### config.mk
export PLATFORM = sky130hd
export DESIGN_NAME = indexed_list_insert_delete_top
export DESIGN_NICKNAME = d
export VERILOG_FILES = /design/src/hdl/ilid_pkg.sv /design/src/hdl/ilid_front.sv /design/src/hdl/ilid_queue.sv /design/src/hdl/ilid_back.sv /design/src/hdl/indexed_list_insert_delete_top.sv
export SDC_FILE = /design/constraint.sdc
export NUM_CORES = 2
export LEC_CHECK = 0
export ABC_AREA = 1
export BUFFER_PORTS_ARGS = -buffer_cell sky130_fd_sc_hd__buf_2
export CORE_MARGIN = 4
export CORE_UTILIZATION = 40
export DETAILED_ROUTE_END_ITERATION = 10
export PLACE_DENSITY = 0.59
export SLEW_MARGIN = 20
export SYNTH_ARGS = -nofsm -noshare
export SYNTH_HDL_FRONTEND = slang
export SYNTH_HIERARCHICAL = 1
export SYNTH_SLANG_ARGS = --single-unit
export TNS_END_PERCENT = 20
### constraint.sdc
create_clock -name clk_i -period 12 [get_ports clk_i]
set_input_delay 2.4 -clock clk_i [delete_from_list [all_inputs] [get_ports clk_i]]
set_output_delay 2.4 -clock clk_i [all_outputs]
set_load 0.005 [all_outputs]
### src/hdl/ilid_pkg.sv
`timescale 1ns / 1ps

package ilid_pkg;

  // Field widths of the request and result transfers.
  localparam int REQ_W = 3;
  localparam int POS_W = 7;
  localparam int VAL_W = 32;
  localparam int STAT_W = 2;
  localparam int LEN_W = 7;

  // Default list capacity.
  localparam int DEF_CAPACITY = 64;

  // Request codes on the input channel.
  typedef enum logic [REQ_W-1:0] {
    REQ_READ    = 3'd0,
    REQ_INS_HD  = 3'd1,
    REQ_INS_TL  = 3'd2,
    REQ_INS_AT  = 3'd3,
    REQ_DELETE  = 3'd4
  } req_e;

  // Result status codes.
  typedef enum logic [STAT_W-1:0] {
    STAT_DONE  = 2'd0,
    STAT_RANGE = 2'd1,
    STAT_FULL  = 2'd2
  } status_e;

  // Classified operation handed from the front to the back.
  typedef enum logic [2:0] {
    OP_READ,
    OP_INS_HEAD,
    OP_INS_TAIL,
    OP_INS_AT,
    OP_DELETE,
    OP_BAD
  } op_e;

  typedef struct packed {
    op_e                     op;
    logic [POS_W-1:0]        pos;
    logic signed [VAL_W-1:0] value;
  } cmd_t;

  // Result item as held in the output register.
  typedef struct packed {
    logic signed [VAL_W-1:0] read_value;
    status_e                 status;
    logic [LEN_W-1:0]        length_now;
  } result_t;

  // Back-end sequencer states.
  typedef enum logic [2:0] {
    S_IDLE,
    S_RD_WAIT,
    S_INS_CHK,
    S_INS_WR,
    S_DEL_CHK,
    S_DEL_WR
  } back_state_e;

endpackage

### src/hdl/ilid_front.sv
`timescale 1ns / 1ps

module ilid_front (
  input  logic                              in_valid_i,
  output logic                              in_ready_o,
  input  logic [ilid_pkg::REQ_W-1:0]        req_type_i,
  input  logic [ilid_pkg::POS_W-1:0]        position_i,
  input  logic signed [ilid_pkg::VAL_W-1:0] item_value_i,
  input  logic                              q_ready_i,
  output logic                              push_o,
  output ilid_pkg::cmd_t                    cmd_o
);

  // The front takes a transfer whenever the queue has room.
  assign in_ready_o = q_ready_i;
  assign push_o     = in_valid_i & q_ready_i;

  // Classify the request code; unused codes become a bad operation.
  always_comb begin
    cmd_o.pos   = position_i;
    cmd_o.value = item_value_i;
    unique case (req_type_i)
      ilid_pkg::REQ_READ:   cmd_o.op = ilid_pkg::OP_READ;
      ilid_pkg::REQ_INS_HD: cmd_o.op = ilid_pkg::OP_INS_HEAD;
      ilid_pkg::REQ_INS_TL: cmd_o.op = ilid_pkg::OP_INS_TAIL;
      ilid_pkg::REQ_INS_AT: cmd_o.op = ilid_pkg::OP_INS_AT;
      ilid_pkg::REQ_DELETE: cmd_o.op = ilid_pkg::OP_DELETE;
      default:              cmd_o.op = ilid_pkg::OP_BAD;
    endcase
  end

endmodule

### src/hdl/ilid_queue.sv
`timescale 1ns / 1ps

module ilid_queue (
  input  logic           clk_i,
  input  logic           rst_ni,
  input  logic           push_i,
  input  ilid_pkg::cmd_t cmd_i,
  output logic           ready_o,
  input  logic           pop_i,
  output logic           valid_o,
  output ilid_pkg::cmd_t cmd_o
);

  // Two-entry queue between the front and the back.
  ilid_pkg::cmd_t slot_q [2];
  logic           wr_ptr_q, wr_ptr_d;
  logic           rd_ptr_q, rd_ptr_d;
  logic [1:0]     fill_q, fill_d;
  logic           do_push, do_pop;

  assign ready_o = (fill_q != 2'd2);
  assign valid_o = (fill_q != 2'd0);
  assign cmd_o   = slot_q[rd_ptr_q];
  assign do_push = push_i & ready_o;
  assign do_pop  = pop_i & valid_o;

  // Pointer and fill bookkeeping.
  always_comb begin
    wr_ptr_d = do_push ? ~wr_ptr_q : wr_ptr_q;
    rd_ptr_d = do_pop ? ~rd_ptr_q : rd_ptr_q;
    fill_d   = fill_q;
    if (do_push && !do_pop) begin
      fill_d = fill_q + 2'd1;
    end else if (do_pop && !do_push) begin
      fill_d = fill_q - 2'd1;
    end
  end

  always_ff @(posedge clk_i or negedge rst_ni) begin
    if (!rst_ni) begin
      wr_ptr_q <= 1'b0;
      rd_ptr_q <= 1'b0;
      fill_q   <= 2'd0;
    end else begin
      wr_ptr_q <= wr_ptr_d;
      rd_ptr_q <= rd_ptr_d;
      fill_q   <= fill_d;
    end
  end

  // Slot storage needs no reset.
  always_ff @(posedge clk_i) begin
    if (do_push) begin
      slot_q[wr_ptr_q] <= cmd_i;
    end
  end

endmodule

### src/hdl/ilid_back.sv
`timescale 1ns / 1ps

module ilid_back #(
  parameter int CAPACITY = ilid_pkg::DEF_CAPACITY
) (
  input  logic                              clk_i,
  input  logic                              rst_ni,
  input  logic                              q_valid_i,
  input  ilid_pkg::cmd_t                    q_cmd_i,
  output logic                              pop_o,
  output logic                              out_valid_o,
  input  logic                              out_ready_i,
  output logic signed [ilid_pkg::VAL_W-1:0] read_value_o,
  output logic [ilid_pkg::STAT_W-1:0]       status_o,
  output logic [ilid_pkg::LEN_W-1:0]        length_now_o
);

  localparam int CW = $clog2(CAPACITY + 1);
  localparam int AW = $clog2(CAPACITY);
  localparam int PW = (CW > ilid_pkg::POS_W) ? CW : ilid_pkg::POS_W;
  localparam int LW = ilid_pkg::LEN_W;
  localparam int VW = ilid_pkg::VAL_W;
  localparam logic [CW-1:0] CAP_CNT = CW'(CAPACITY);

  ilid_pkg::back_state_e state_q, state_d;

  logic [CW-1:0]        count_q, count_d;
  logic [CW-1:0]        idx_q, idx_d;
  logic [CW-1:0]        ins_q, ins_d;
  logic signed [VW-1:0] value_q, value_d;
  logic                 out_valid_q, out_valid_d;
  ilid_pkg::result_t    out_q, out_d;

  // Entry store with one write and one registered read port.
  logic [VW-1:0]        mem_q [CAPACITY];
  logic [VW-1:0]        rdata_q;
  logic                 mem_we, mem_re;
  logic [AW-1:0]        mem_waddr, mem_raddr;
  logic [VW-1:0]        mem_wdata;

  // Shared conditions for the sequencer.
  logic                 out_free, start;
  logic [PW-1:0]        pos_ext, cnt_ext, ins_pos;
  logic                 rd_ok, del_ok, ins_range, ins_full, is_ins;
  logic [CW-1:0]        idx_dec, idx_inc;
  logic                 ins_more, del_more;

  assign out_free = !out_valid_q || out_ready_i;
  assign start    = (state_q == ilid_pkg::S_IDLE) && q_valid_i && out_free;
  assign pos_ext  = PW'(q_cmd_i.pos);
  assign cnt_ext  = PW'(count_q);
  assign rd_ok    = pos_ext < cnt_ext;
  assign del_ok   = pos_ext < cnt_ext;
  assign is_ins   = (q_cmd_i.op == ilid_pkg::OP_INS_HEAD) ||
                    (q_cmd_i.op == ilid_pkg::OP_INS_TAIL) ||
                    (q_cmd_i.op == ilid_pkg::OP_INS_AT);
  assign ins_range = ins_pos > cnt_ext;
  assign ins_full  = count_q == CAP_CNT;
  assign idx_dec   = idx_q - CW'(1);
  assign idx_inc   = idx_q + CW'(1);
  assign ins_more  = idx_q > ins_q;
  assign del_more  = idx_inc < count_q;

  // Target position of an insert.
  always_comb begin
    case (q_cmd_i.op)
      ilid_pkg::OP_INS_HEAD: ins_pos = '0;
      ilid_pkg::OP_INS_TAIL: ins_pos = cnt_ext;
      default:               ins_pos = pos_ext;
    endcase
  end

  // Next state.
  always_comb begin
    state_d = state_q;
    unique case (state_q)
      ilid_pkg::S_IDLE: begin
        if (start) begin
          if (q_cmd_i.op == ilid_pkg::OP_READ && rd_ok) begin
            state_d = ilid_pkg::S_RD_WAIT;
          end else if (q_cmd_i.op == ilid_pkg::OP_DELETE && del_ok) begin
            state_d = ilid_pkg::S_DEL_CHK;
          end else if (is_ins && !ins_range && !ins_full) begin
            state_d = ilid_pkg::S_INS_CHK;
          end
        end
      end
      ilid_pkg::S_RD_WAIT: state_d = ilid_pkg::S_IDLE;
      ilid_pkg::S_INS_CHK: state_d = ins_more ? ilid_pkg::S_INS_WR : ilid_pkg::S_IDLE;
      ilid_pkg::S_INS_WR:  state_d = ilid_pkg::S_INS_CHK;
      ilid_pkg::S_DEL_CHK: state_d = del_more ? ilid_pkg::S_DEL_WR : ilid_pkg::S_IDLE;
      ilid_pkg::S_DEL_WR:  state_d = ilid_pkg::S_DEL_CHK;
      default:             state_d = ilid_pkg::S_IDLE;
    endcase
  end

  // Datapath, store control and result loading.
  always_comb begin
    pop_o       = 1'b0;
    count_d     = count_q;
    idx_d       = idx_q;
    ins_d       = ins_q;
    value_d     = value_q;
    mem_we      = 1'b0;
    mem_re      = 1'b0;
    mem_waddr   = idx_q[AW-1:0];
    mem_raddr   = pos_ext[AW-1:0];
    mem_wdata   = rdata_q;
    out_valid_d = out_valid_q && !out_ready_i;
    out_d       = out_q;
    unique case (state_q)
      ilid_pkg::S_IDLE: begin
        if (start) begin
          pop_o   = 1'b1;
          idx_d   = count_q;
          ins_d   = ins_pos[CW-1:0];
          value_d = q_cmd_i.value;
          out_d.read_value = '0;
          out_d.length_now = LW'(count_q);
          out_d.status     = ilid_pkg::STAT_RANGE;
          if (q_cmd_i.op == ilid_pkg::OP_READ) begin
            mem_re = rd_ok;
            out_valid_d = !rd_ok;
          end else if (q_cmd_i.op == ilid_pkg::OP_DELETE) begin
            idx_d = pos_ext[CW-1:0];
            out_valid_d = !del_ok;
          end else if (is_ins) begin
            out_valid_d = ins_range || ins_full;
            if (!ins_range && ins_full) begin
              out_d.status = ilid_pkg::STAT_FULL;
            end
          end else begin
            out_valid_d = 1'b1;
          end
        end
      end
      ilid_pkg::S_RD_WAIT: begin
        out_valid_d      = 1'b1;
        out_d.read_value = rdata_q;
        out_d.status     = ilid_pkg::STAT_DONE;
        out_d.length_now = LW'(count_q);
      end
      ilid_pkg::S_INS_CHK: begin
        if (ins_more) begin
          // Fetch the entry below the hole.
          mem_re    = 1'b1;
          mem_raddr = idx_dec[AW-1:0];
        end else begin
          mem_we           = 1'b1;
          mem_waddr        = ins_q[AW-1:0];
          mem_wdata        = value_q;
          count_d          = count_q + CW'(1);
          out_valid_d      = 1'b1;
          out_d.read_value = '0;
          out_d.status     = ilid_pkg::STAT_DONE;
          out_d.length_now = LW'(count_d);
        end
      end
      ilid_pkg::S_INS_WR: begin
        mem_we = 1'b1;
        idx_d  = idx_dec;
      end
      ilid_pkg::S_DEL_CHK: begin
        if (del_more) begin
          // Fetch the entry above the gap.
          mem_re    = 1'b1;
          mem_raddr = idx_inc[AW-1:0];
        end else begin
          count_d          = count_q - CW'(1);
          out_valid_d      = 1'b1;
          out_d.read_value = '0;
          out_d.status     = ilid_pkg::STAT_DONE;
          out_d.length_now = LW'(count_d);
        end
      end
      ilid_pkg::S_DEL_WR: begin
        mem_we = 1'b1;
        idx_d  = idx_inc;
      end
      default: begin
        out_valid_d = out_valid_q && !out_ready_i;
      end
    endcase
  end

  // Control registers.
  always_ff @(posedge clk_i or negedge rst_ni) begin
    if (!rst_ni) begin
      state_q     <= ilid_pkg::S_IDLE;
      count_q     <= '0;
      out_valid_q <= 1'b0;
    end else begin
      state_q     <= state_d;
      count_q     <= count_d;
      out_valid_q <= out_valid_d;
    end
  end

  // Payload registers.
  always_ff @(posedge clk_i) begin
    idx_q   <= idx_d;
    ins_q   <= ins_d;
    value_q <= value_d;
    out_q   <= out_d;
  end

  // Entry store.
  always_ff @(posedge clk_i) begin
    if (mem_we) begin
      mem_q[mem_waddr] <= mem_wdata;
    end
    if (mem_re) begin
      rdata_q <= mem_q[mem_raddr];
    end
  end

  assign out_valid_o  = out_valid_q;
  assign read_value_o = out_q.read_value;
  assign status_o     = out_q.status;
  assign length_now_o = out_q.length_now;

endmodule

### src/hdl/indexed_list_insert_delete_top.sv
`timescale 1ns / 1ps

// Ordered list of up to CAPACITY signed 32-bit values held in a positional store.
// Requests arrive on the in_ channel (req_type_i, position_i, item_value_i) and
// each one gives exactly one result on the out_ channel (read_value_o, status_o,
// length_now_o). Both channels complete a transfer when valid and ready are high.
// The front decodes each request into a two-entry queue; the back carries it out
// against an entry memory with one read and one write port, moving one entry at
// a time by a read and then a write. A rejected request gets its result straight
// from the idle state; a read waits for the registered memory read, and an insert
// or delete shifts the entries past its position before the result. One request
// is in the back at a time.
// Reset clears the entry count and all valid flags; the entry memory itself is
// not cleared, since only positions below the count are ever read.
// When the receiver stalls, the result is held in the output register, the back
// waits before starting the next request, and the queue keeps taking up to two
// further requests.
module indexed_list_insert_delete_top #(
  parameter int CAPACITY = ilid_pkg::DEF_CAPACITY
) (
  input  logic                              clk_i,
  input  logic                              rst_ni,
  input  logic                              in_valid_i,
  output logic                              in_ready_o,
  input  logic [ilid_pkg::REQ_W-1:0]        req_type_i,
  input  logic [ilid_pkg::POS_W-1:0]        position_i,
  input  logic signed [ilid_pkg::VAL_W-1:0] item_value_i,
  output logic                              out_valid_o,
  input  logic                              out_ready_i,
  output logic signed [ilid_pkg::VAL_W-1:0] read_value_o,
  output logic [ilid_pkg::STAT_W-1:0]       status_o,
  output logic [ilid_pkg::LEN_W-1:0]        length_now_o
);

  logic           q_ready, push, pop, q_valid;
  ilid_pkg::cmd_t push_cmd, head_cmd;

  // Request decode.
  ilid_front u_front (
    .in_valid_i   (in_valid_i),
    .in_ready_o   (in_ready_o),
    .req_type_i   (req_type_i),
    .position_i   (position_i),
    .item_value_i (item_value_i),
    .q_ready_i    (q_ready),
    .push_o       (push),
    .cmd_o        (push_cmd)
  );

  // Queue between front and back.
  ilid_queue u_queue (
    .clk_i   (clk_i),
    .rst_ni  (rst_ni),
    .push_i  (push),
    .cmd_i   (push_cmd),
    .ready_o (q_ready),
    .pop_i   (pop),
    .valid_o (q_valid),
    .cmd_o   (head_cmd)
  );

  // List store and sequencer.
  ilid_back #(
    .CAPACITY (CAPACITY)
  ) u_back (
    .clk_i        (clk_i),
    .rst_ni       (rst_ni),
    .q_valid_i    (q_valid),
    .q_cmd_i      (head_cmd),
    .pop_o        (pop),
    .out_valid_o  (out_valid_o),
    .out_ready_i  (out_ready_i),
    .read_value_o (read_value_o),
    .status_o     (status_o),
    .length_now_o (length_now_o)
  );

endmodule

### Word-level counts from Yosys, hierarchy flattened

Memory sizes are Yosys's and may differ from the RTL's. A register that Yosys moved wholly into a read port is not among the register bits.
Index checks and enable logic that the tools add are counted.

* flip-flop bits (word level): 102
* RAM bits: 2132
* input bits: 46
* output and inout port bits: 43
* word-level logic and storage cells: 136
* memories: 2

Memories
* u_back.mem_q: words 64, width 32, rd ports 1, clocked after Yosys merged registers in 1, wr ports 1, RTL line ilid_back.sv:35 `logic [VW-1:0] mem_q [CAPACITY];`
* u_queue.slot_q: words 2, width 42, rd ports 1, clocked after Yosys merged registers in 0, wr ports 1, RTL line ilid_queue.sv:15 `ilid_pkg::cmd_t slot_q [2];`

* add/sub/neg operators: 6
* $lt $le $gt $ge: 4
* eq/ne operators: 19
* mux-type cells: 53
* bitwise logic cells: 5
* reductions and logical operators: 35

Operator list (count)
* $pmux 41 s4: 1
* $mux 41: 3
* $mux 32: 2
* $mux 7: 5
* $pmux 3 s5: 2
* $pmux 7 s2: 2
* $mux 6: 4
* $pmux 7 s3: 1
* $eq 3x2->1 const B: 6
* $mux 1: 17
* $mux 3: 5
* $add 7x1->7 const B: 2
* $gt 7x7->1: 2
* $lt 7x7->1: 2
* $mux 2: 7
* $sub 7x1->7 const B: 2
* $eq 3x3->1 const B: 4
* $pmux 6 s2: 1
* $logic_and 1x1->1: 10
* $eq 3x1->1 const B: 3
* $logic_not 3->1: 3
* $eq 7x7->1 const B: 1
* $logic_not 1->1: 7
* $ne 2x2->1 const B: 3
* other kinds (17): 27

### Logic depth before layout (Yosys ltp)

An unclocked memory read counts as a cell.

* word-level depth: 12
* depth in mapped cells: 23
* mapped depth without buffers: 21

### Hierarchy

The synthesis kept the hierarchy.

Modules (own cells, without submodules)
* ilid_back: instances 1, cells an instance 8585, area each 96204.8 µm², seq. area each 65347.7 µm²
* ilid_queue: instances 1, cells an instance 248, area each 3385.7 µm², seq. area each 2622.5 µm²
* ilid_front: instances 1, cells an instance 48, area each 330.3 µm², seq. area each 0.0 µm²

### Least setup slack after synthesis

OpenSTA, ideal clock, no wires.

* path type: input port to flip-flop
* start point: input out_ready_i
* end point: register u_back.out_q, in the netlist u_back/length_now_o[0] (enable)
* data arrival time: 8851 ps
* path slack: 2648 ps
* stages on the path: 4
* buffers on the path: 0
* cell sequence: nor2_1 -> nor3_1 -> nor2_1 -> a211oi_1

* word-level cells in the longest chain between the ends: 4

RTL lines
* start: declaration: RTL line indexed_list_insert_delete_top.sv:29 `input logic out_ready_i,`
* $logic_or 1x1->1: RTL line ilid_back.sv:48 `assign out_free = !out_valid_q || out_ready_i;`
* $logic_and 1x1->1: RTL line ilid_back.sv:49 `assign start = (state_q == ilid_pkg::S_IDLE) && q_valid_i && out_free;`
* $ne 2x1->1 (no source line)
* $reduce_and 4->1 (no source line)
* end signal: assignment: RTL line ilid_back.sv:204 `out_q <= out_d;`
* end: declaration: RTL line ilid_back.sv:32 `ilid_pkg::result_t out_q, out_d;`

No other way between the ends.
A chain may end at the register's enable or synchronous reset.

### Worst setup path after layout

* start point: register u_back.idx_q[0]
* end point: register u_back.rdata_q[11], read port of u_back.mem_q, data pin

* word-level cells in the longest chain between the ends: 4
* elaborated cells between the ends (all ways): 10

RTL lines
* start: declaration: RTL line ilid_back.sv:28 `logic [CW-1:0] idx_q, idx_d;`
* start signal: assignment: RTL line ilid_back.sv:201 `idx_q <= idx_d;`
* $add 7x1->7: RTL line ilid_back.sv:60 `assign idx_inc = idx_q + CW'(1);`
* $lt 7x7->1: RTL line ilid_back.sv:62 `assign del_more = idx_inc < count_q;`
* $mux 1 or $mux 6 (tied branches): RTL line ilid_back.sv:164 `if (del_more) begin`
* $pmux 1 s3 or $pmux 6 s2 (tied branches): RTL line ilid_back.sv:111 `unique case (state_q)`
* end: declaration: RTL line ilid_back.sv:36 `logic [VW-1:0] rdata_q;`

Parallel ways exist; a longest one is shown, timed or not.

==> metrics.md <==
| Metric | Value |
|---|---|
| FMAX | `0.149 GHz` |
| Critical path launch point type | `flop` |
| CORE AREA | `approximately 250,000 sq um` |
| CTS Hold Bufs | `0` |
| Clock Tree Root | `clkbuf_16` |
| Crit path buf inv count | `4` |
| Gr ovfl total | `0` |
| Vias in the first global route | `between 60,000 and 70,000` |
| Fin crit share | `0.558` |
| Multi-input gate area | `~25,000 sq um` |
| Clock Skew | `0.0331 ns` |
| CP arrival | `a little over 7 ns` |
| H-tree level count | `4` |
| # IOs | `89` |
| Die height | `508 microns` |
| Post-CTS setup buffers | `0` |
| Crit Path Max Fanout | `147` |
| GRT Total Usage | `0.229` |
| Ys Warns | `6` |
| Port bufs | `88` |
| Clock tree buffer depth | `3` |
| Sequential fraction of the synthesis area | `0.680` |
| PostCTS Resize Cnt | `0` |
| DRT iter0 DRCs | `8,999` |
| Chip width | `508 microns` |
| Initial antenna violation count | `14` |
| Syn Nets | `8,958` |
| Final ANT Viol Nets | `0` |
| First-pass GRT wire length | `approximately 440,000 microns` |
| Worst-path cell chain | `ha_1 > nand3_1 > nor3_1 > xor2_1 > inv_1 > ha_1 > a21o_1 > nor2_1 > nand3_4 > nand3_4 > buf_12 > buf_4 > buf_4 > nand3b_1 > nand3_1 > nand3_1 > nand3_1 > nand3_1 > nand3_1 > nand2_1` |
| Largest net degree at the start of global routing | `around 200` |
| CP top delay family | `simple AND/OR/NAND/NOR gates` |
| CTS tree | `built` |
| CP peak stage delay | `0.83 ns` |
| Yosys cell types | `41` |
| Routed len/inst | `about 25 microns` |
| Register area | `between 60,000 and 70,000 sq um` |
| Worst EP required | `roughly 13 ns` |
| Row count | `about 180` |
| Final setup viols | `0` |
| CP max-delay cell | `buf_4` |
| Synthesized area | `roughly 100,000 sq um` |
| DRC | `0` |
| Flops & latches, synth | `2,266` |
| Routed WL | `slightly above 300,000 microns` |
| CTS Buf Count | `230` |
| RSZ-0062 raised after global routing | `false` |
| Drt pass-1 iters | `6` |
| Via Count | `67,800` |
| Slew Limit Headroom | `0.234` |
| Detailed placement HPWL | `151,000 microns` |
| Fin nets | `8,829` |
| Routed vias/inst | `approximately 5.5` |
| Avg Inst Size Synth | `11.3 sq um` |
| Pins Over Slew Limit | `0` |
| Maxcap violations | `0` |
| Setup crit end kind | `flop` |
| CTS sink cnt | `2,266` |
| Cells after Synth | `8,881` |
| Crit Path Category | `reg2reg` |
| Die footprint | `between 200,000 and 300,000 sq um` |
| Hold/Removal Path Class | `reg2reg` |
| Outcome | `complete, no violations` |
| Final hold vios | `0` |
| Worst slew pin tran | `1.15 ns` |
| Layout cells sized above 1 | `0.0793` |
| Final Wtd Congestion | `0.841` |
| Initial Util | `0.402` |
| CTS clk-pin slew, worst paths | `0.06 ns` |
| Worst-Skew Late Latency | `~0.87 ns` |
| Tmin final | `approximately 6.7 ns` |
| Fillers | `between 20,000 and 25,000` |
| Area grow syn2layout | `11.0%` |
| Crit path top cell by count | `nand3_1` |
| Setup TNS | `0 ns` |
worst register-to-register path, delay by kind of cell (launching register included):
family | cells | cell delay [ns]
AOI/OAI and AO/OA | 1 | 0.17
and+or+nand+nor | 12 | 2.79
buffers and inverters | 4 | 2.33
DFF | 1 | 0.46
xor gates and xnor gates | 1 | 0.18
adders and majority gates | 2 | 0.52
synthesized netlist by cell type, drive strengths merged:
cell type,instances,area [sq um]
a211oi,3,22.5
a21o,1,7.51
a21oi,55,275
a221oi,4,41.3
buf,452,2410
clkbuf,167,627
clkinv,4,15.0
dfrtp,15,375
edfxtp,2251,67600
ha,31,388
inv,1254,4710
nand2,1423,5420
nand3,2202,11100
nand3b,760,5710
nand4,13,81.3
nor2,159,612
nor3,9,45.0
nor4,8,50.1
o211ai,2,20.0
o21a,1,7.51
o21ai,34,181
o221ai,7,61.3
o22ai,6,37.5
o311ai,1,8.76
o31ai,1,7.51
xnor2,1,8.76
xor2,17,149
flip-flops by register name, indices dropped and copies added (netlist names):
| signal | count |
|---|---|
| u_back/mem_q | 2048 |
| u_queue/slot_q | 84 |
| u_back/rdata_q | 32 |
| u_back/read_value_o | 32 |
| u_back/value_q | 32 |
| u_back/cnt_ext | 7 |
| u_back/idx_q | 7 |
| u_back/ins_q | 7 |
| u_back/length_now_o | 7 |
| u_back/state_q | 3 |
| u_back/status_o | 2 |
| u_queue/fill_q | 2 |
| u_back/out_valid_o | 1 |
| u_queue/rd_ptr_q | 1 |
| u_queue/wr_ptr_q | 1 |
kinds of logic (layout without fill, tap and decap cells):
family / count (synthesis) / count (layout) / share of synthesized area
simple gates: 4574 / 4574 / 0.230
flops: 2266 / 2266 / 0.680
buf+inv: 1877 / 1940 / 0.0777
compound gates: 115 / 115 / 0.00671
fa+ha+maj: 31 / 31 / 0.00388
xor+xnor: 18 / 18 / 0.00158
other cells: 0 / 2 / 0
final timing paths:
| check | from | endpoint | slack [ns] | depth (start not counted) |
|---|---|---|---|---|
| setup / recovery | u_back/idx_q[0] | u_back/rdata_q[11] | 5.31 | 20 |
| hold / removal | u_queue/slot_q[0][28] | u_back/value_q[28] | 0.51 | 2 |
| setup reg to reg | u_back/idx_q[0] | u_back/rdata_q[11] | 5.31 | 20 |
| hold reg to reg | u_queue/slot_q[0][28] | u_back/value_q[28] | 0.51 | 2 |
| max in group asynchronous | rst_ni | u_queue/fill_q[0] | 10.24 | 1 |
| min in group asynchronous | rst_ni | u_queue/rd_ptr_q | 1.48 | 1 |
per-layer routing:
| layer | global-route usage | vias to the layer above | wire length [microns] |
|---|---|---|---|
| met5 | 0 | - | 25 |
| met4 | 0.0878 | 4 | 12500 |
| met3 | 0.0399 | 534 | 27900 |
| met2 | 0.364 | 3365 | 140000 |
| met1 | 0.315 | 33600 | 123000 |
| li1 | - | 30300 | - |
cell type report:
class	instances	share of cell area
sequential	2266	0.613
multi-input combinational	4738	0.227
clock buffer	291	0.0547
inverter	1258	0.0429
tap	3330	0.0376
timing repair buffer	258	0.0171
clock inverter	133	0.00812
antenna	2	0.0000451
through the flow:
stage	instances	hold WS, ns	setup slack (ns)	utilization	area [sq um]
6_report	12300	0.513	5.31	0.446	111000
5_1_grt	12300	0.541	5.04	0.446	111000
4_1_cts	12300	0.510	5.41	0.446	111000
3_5_place_dp	11900	0.504	5.47	0.418	104000
3_3_place_gp	11900	0.496	5.45	0.418	104000
2_1_floorplan	8881	0.481	2.65	-	99900
cell usage in the layout, fill, tap and decap left out, drive strengths merged, types with 2 or more instances in the layout:
cell type / synthesis / final
dfrtp: 15 / 15
clkinv: 4 / 122
edfxtp: 2251 / 2251
inv: 1254 / 1258
nor4: 8 / 8
o221ai: 7 / 7
clkbuf: 167 / 291
ha: 31 / 31
bufinv: 0 / 10
a21oi: 55 / 55
a221oi: 4 / 4
o21ai: 34 / 34
o22ai: 6 / 6
o211ai: 2 / 2
xor2: 17 / 17
nor3: 9 / 9
nand2: 1423 / 1423
buf: 452 / 258
nand3: 2202 / 2202
a211oi: 3 / 3
nor2: 159 / 159
diode: 0 / 2
nand3b: 760 / 760
nand4: 13 / 13
Power is left out: the tool's default activity adds up to more than one toggle a clock period on the data nets, which glitch-free logic cannot reach.
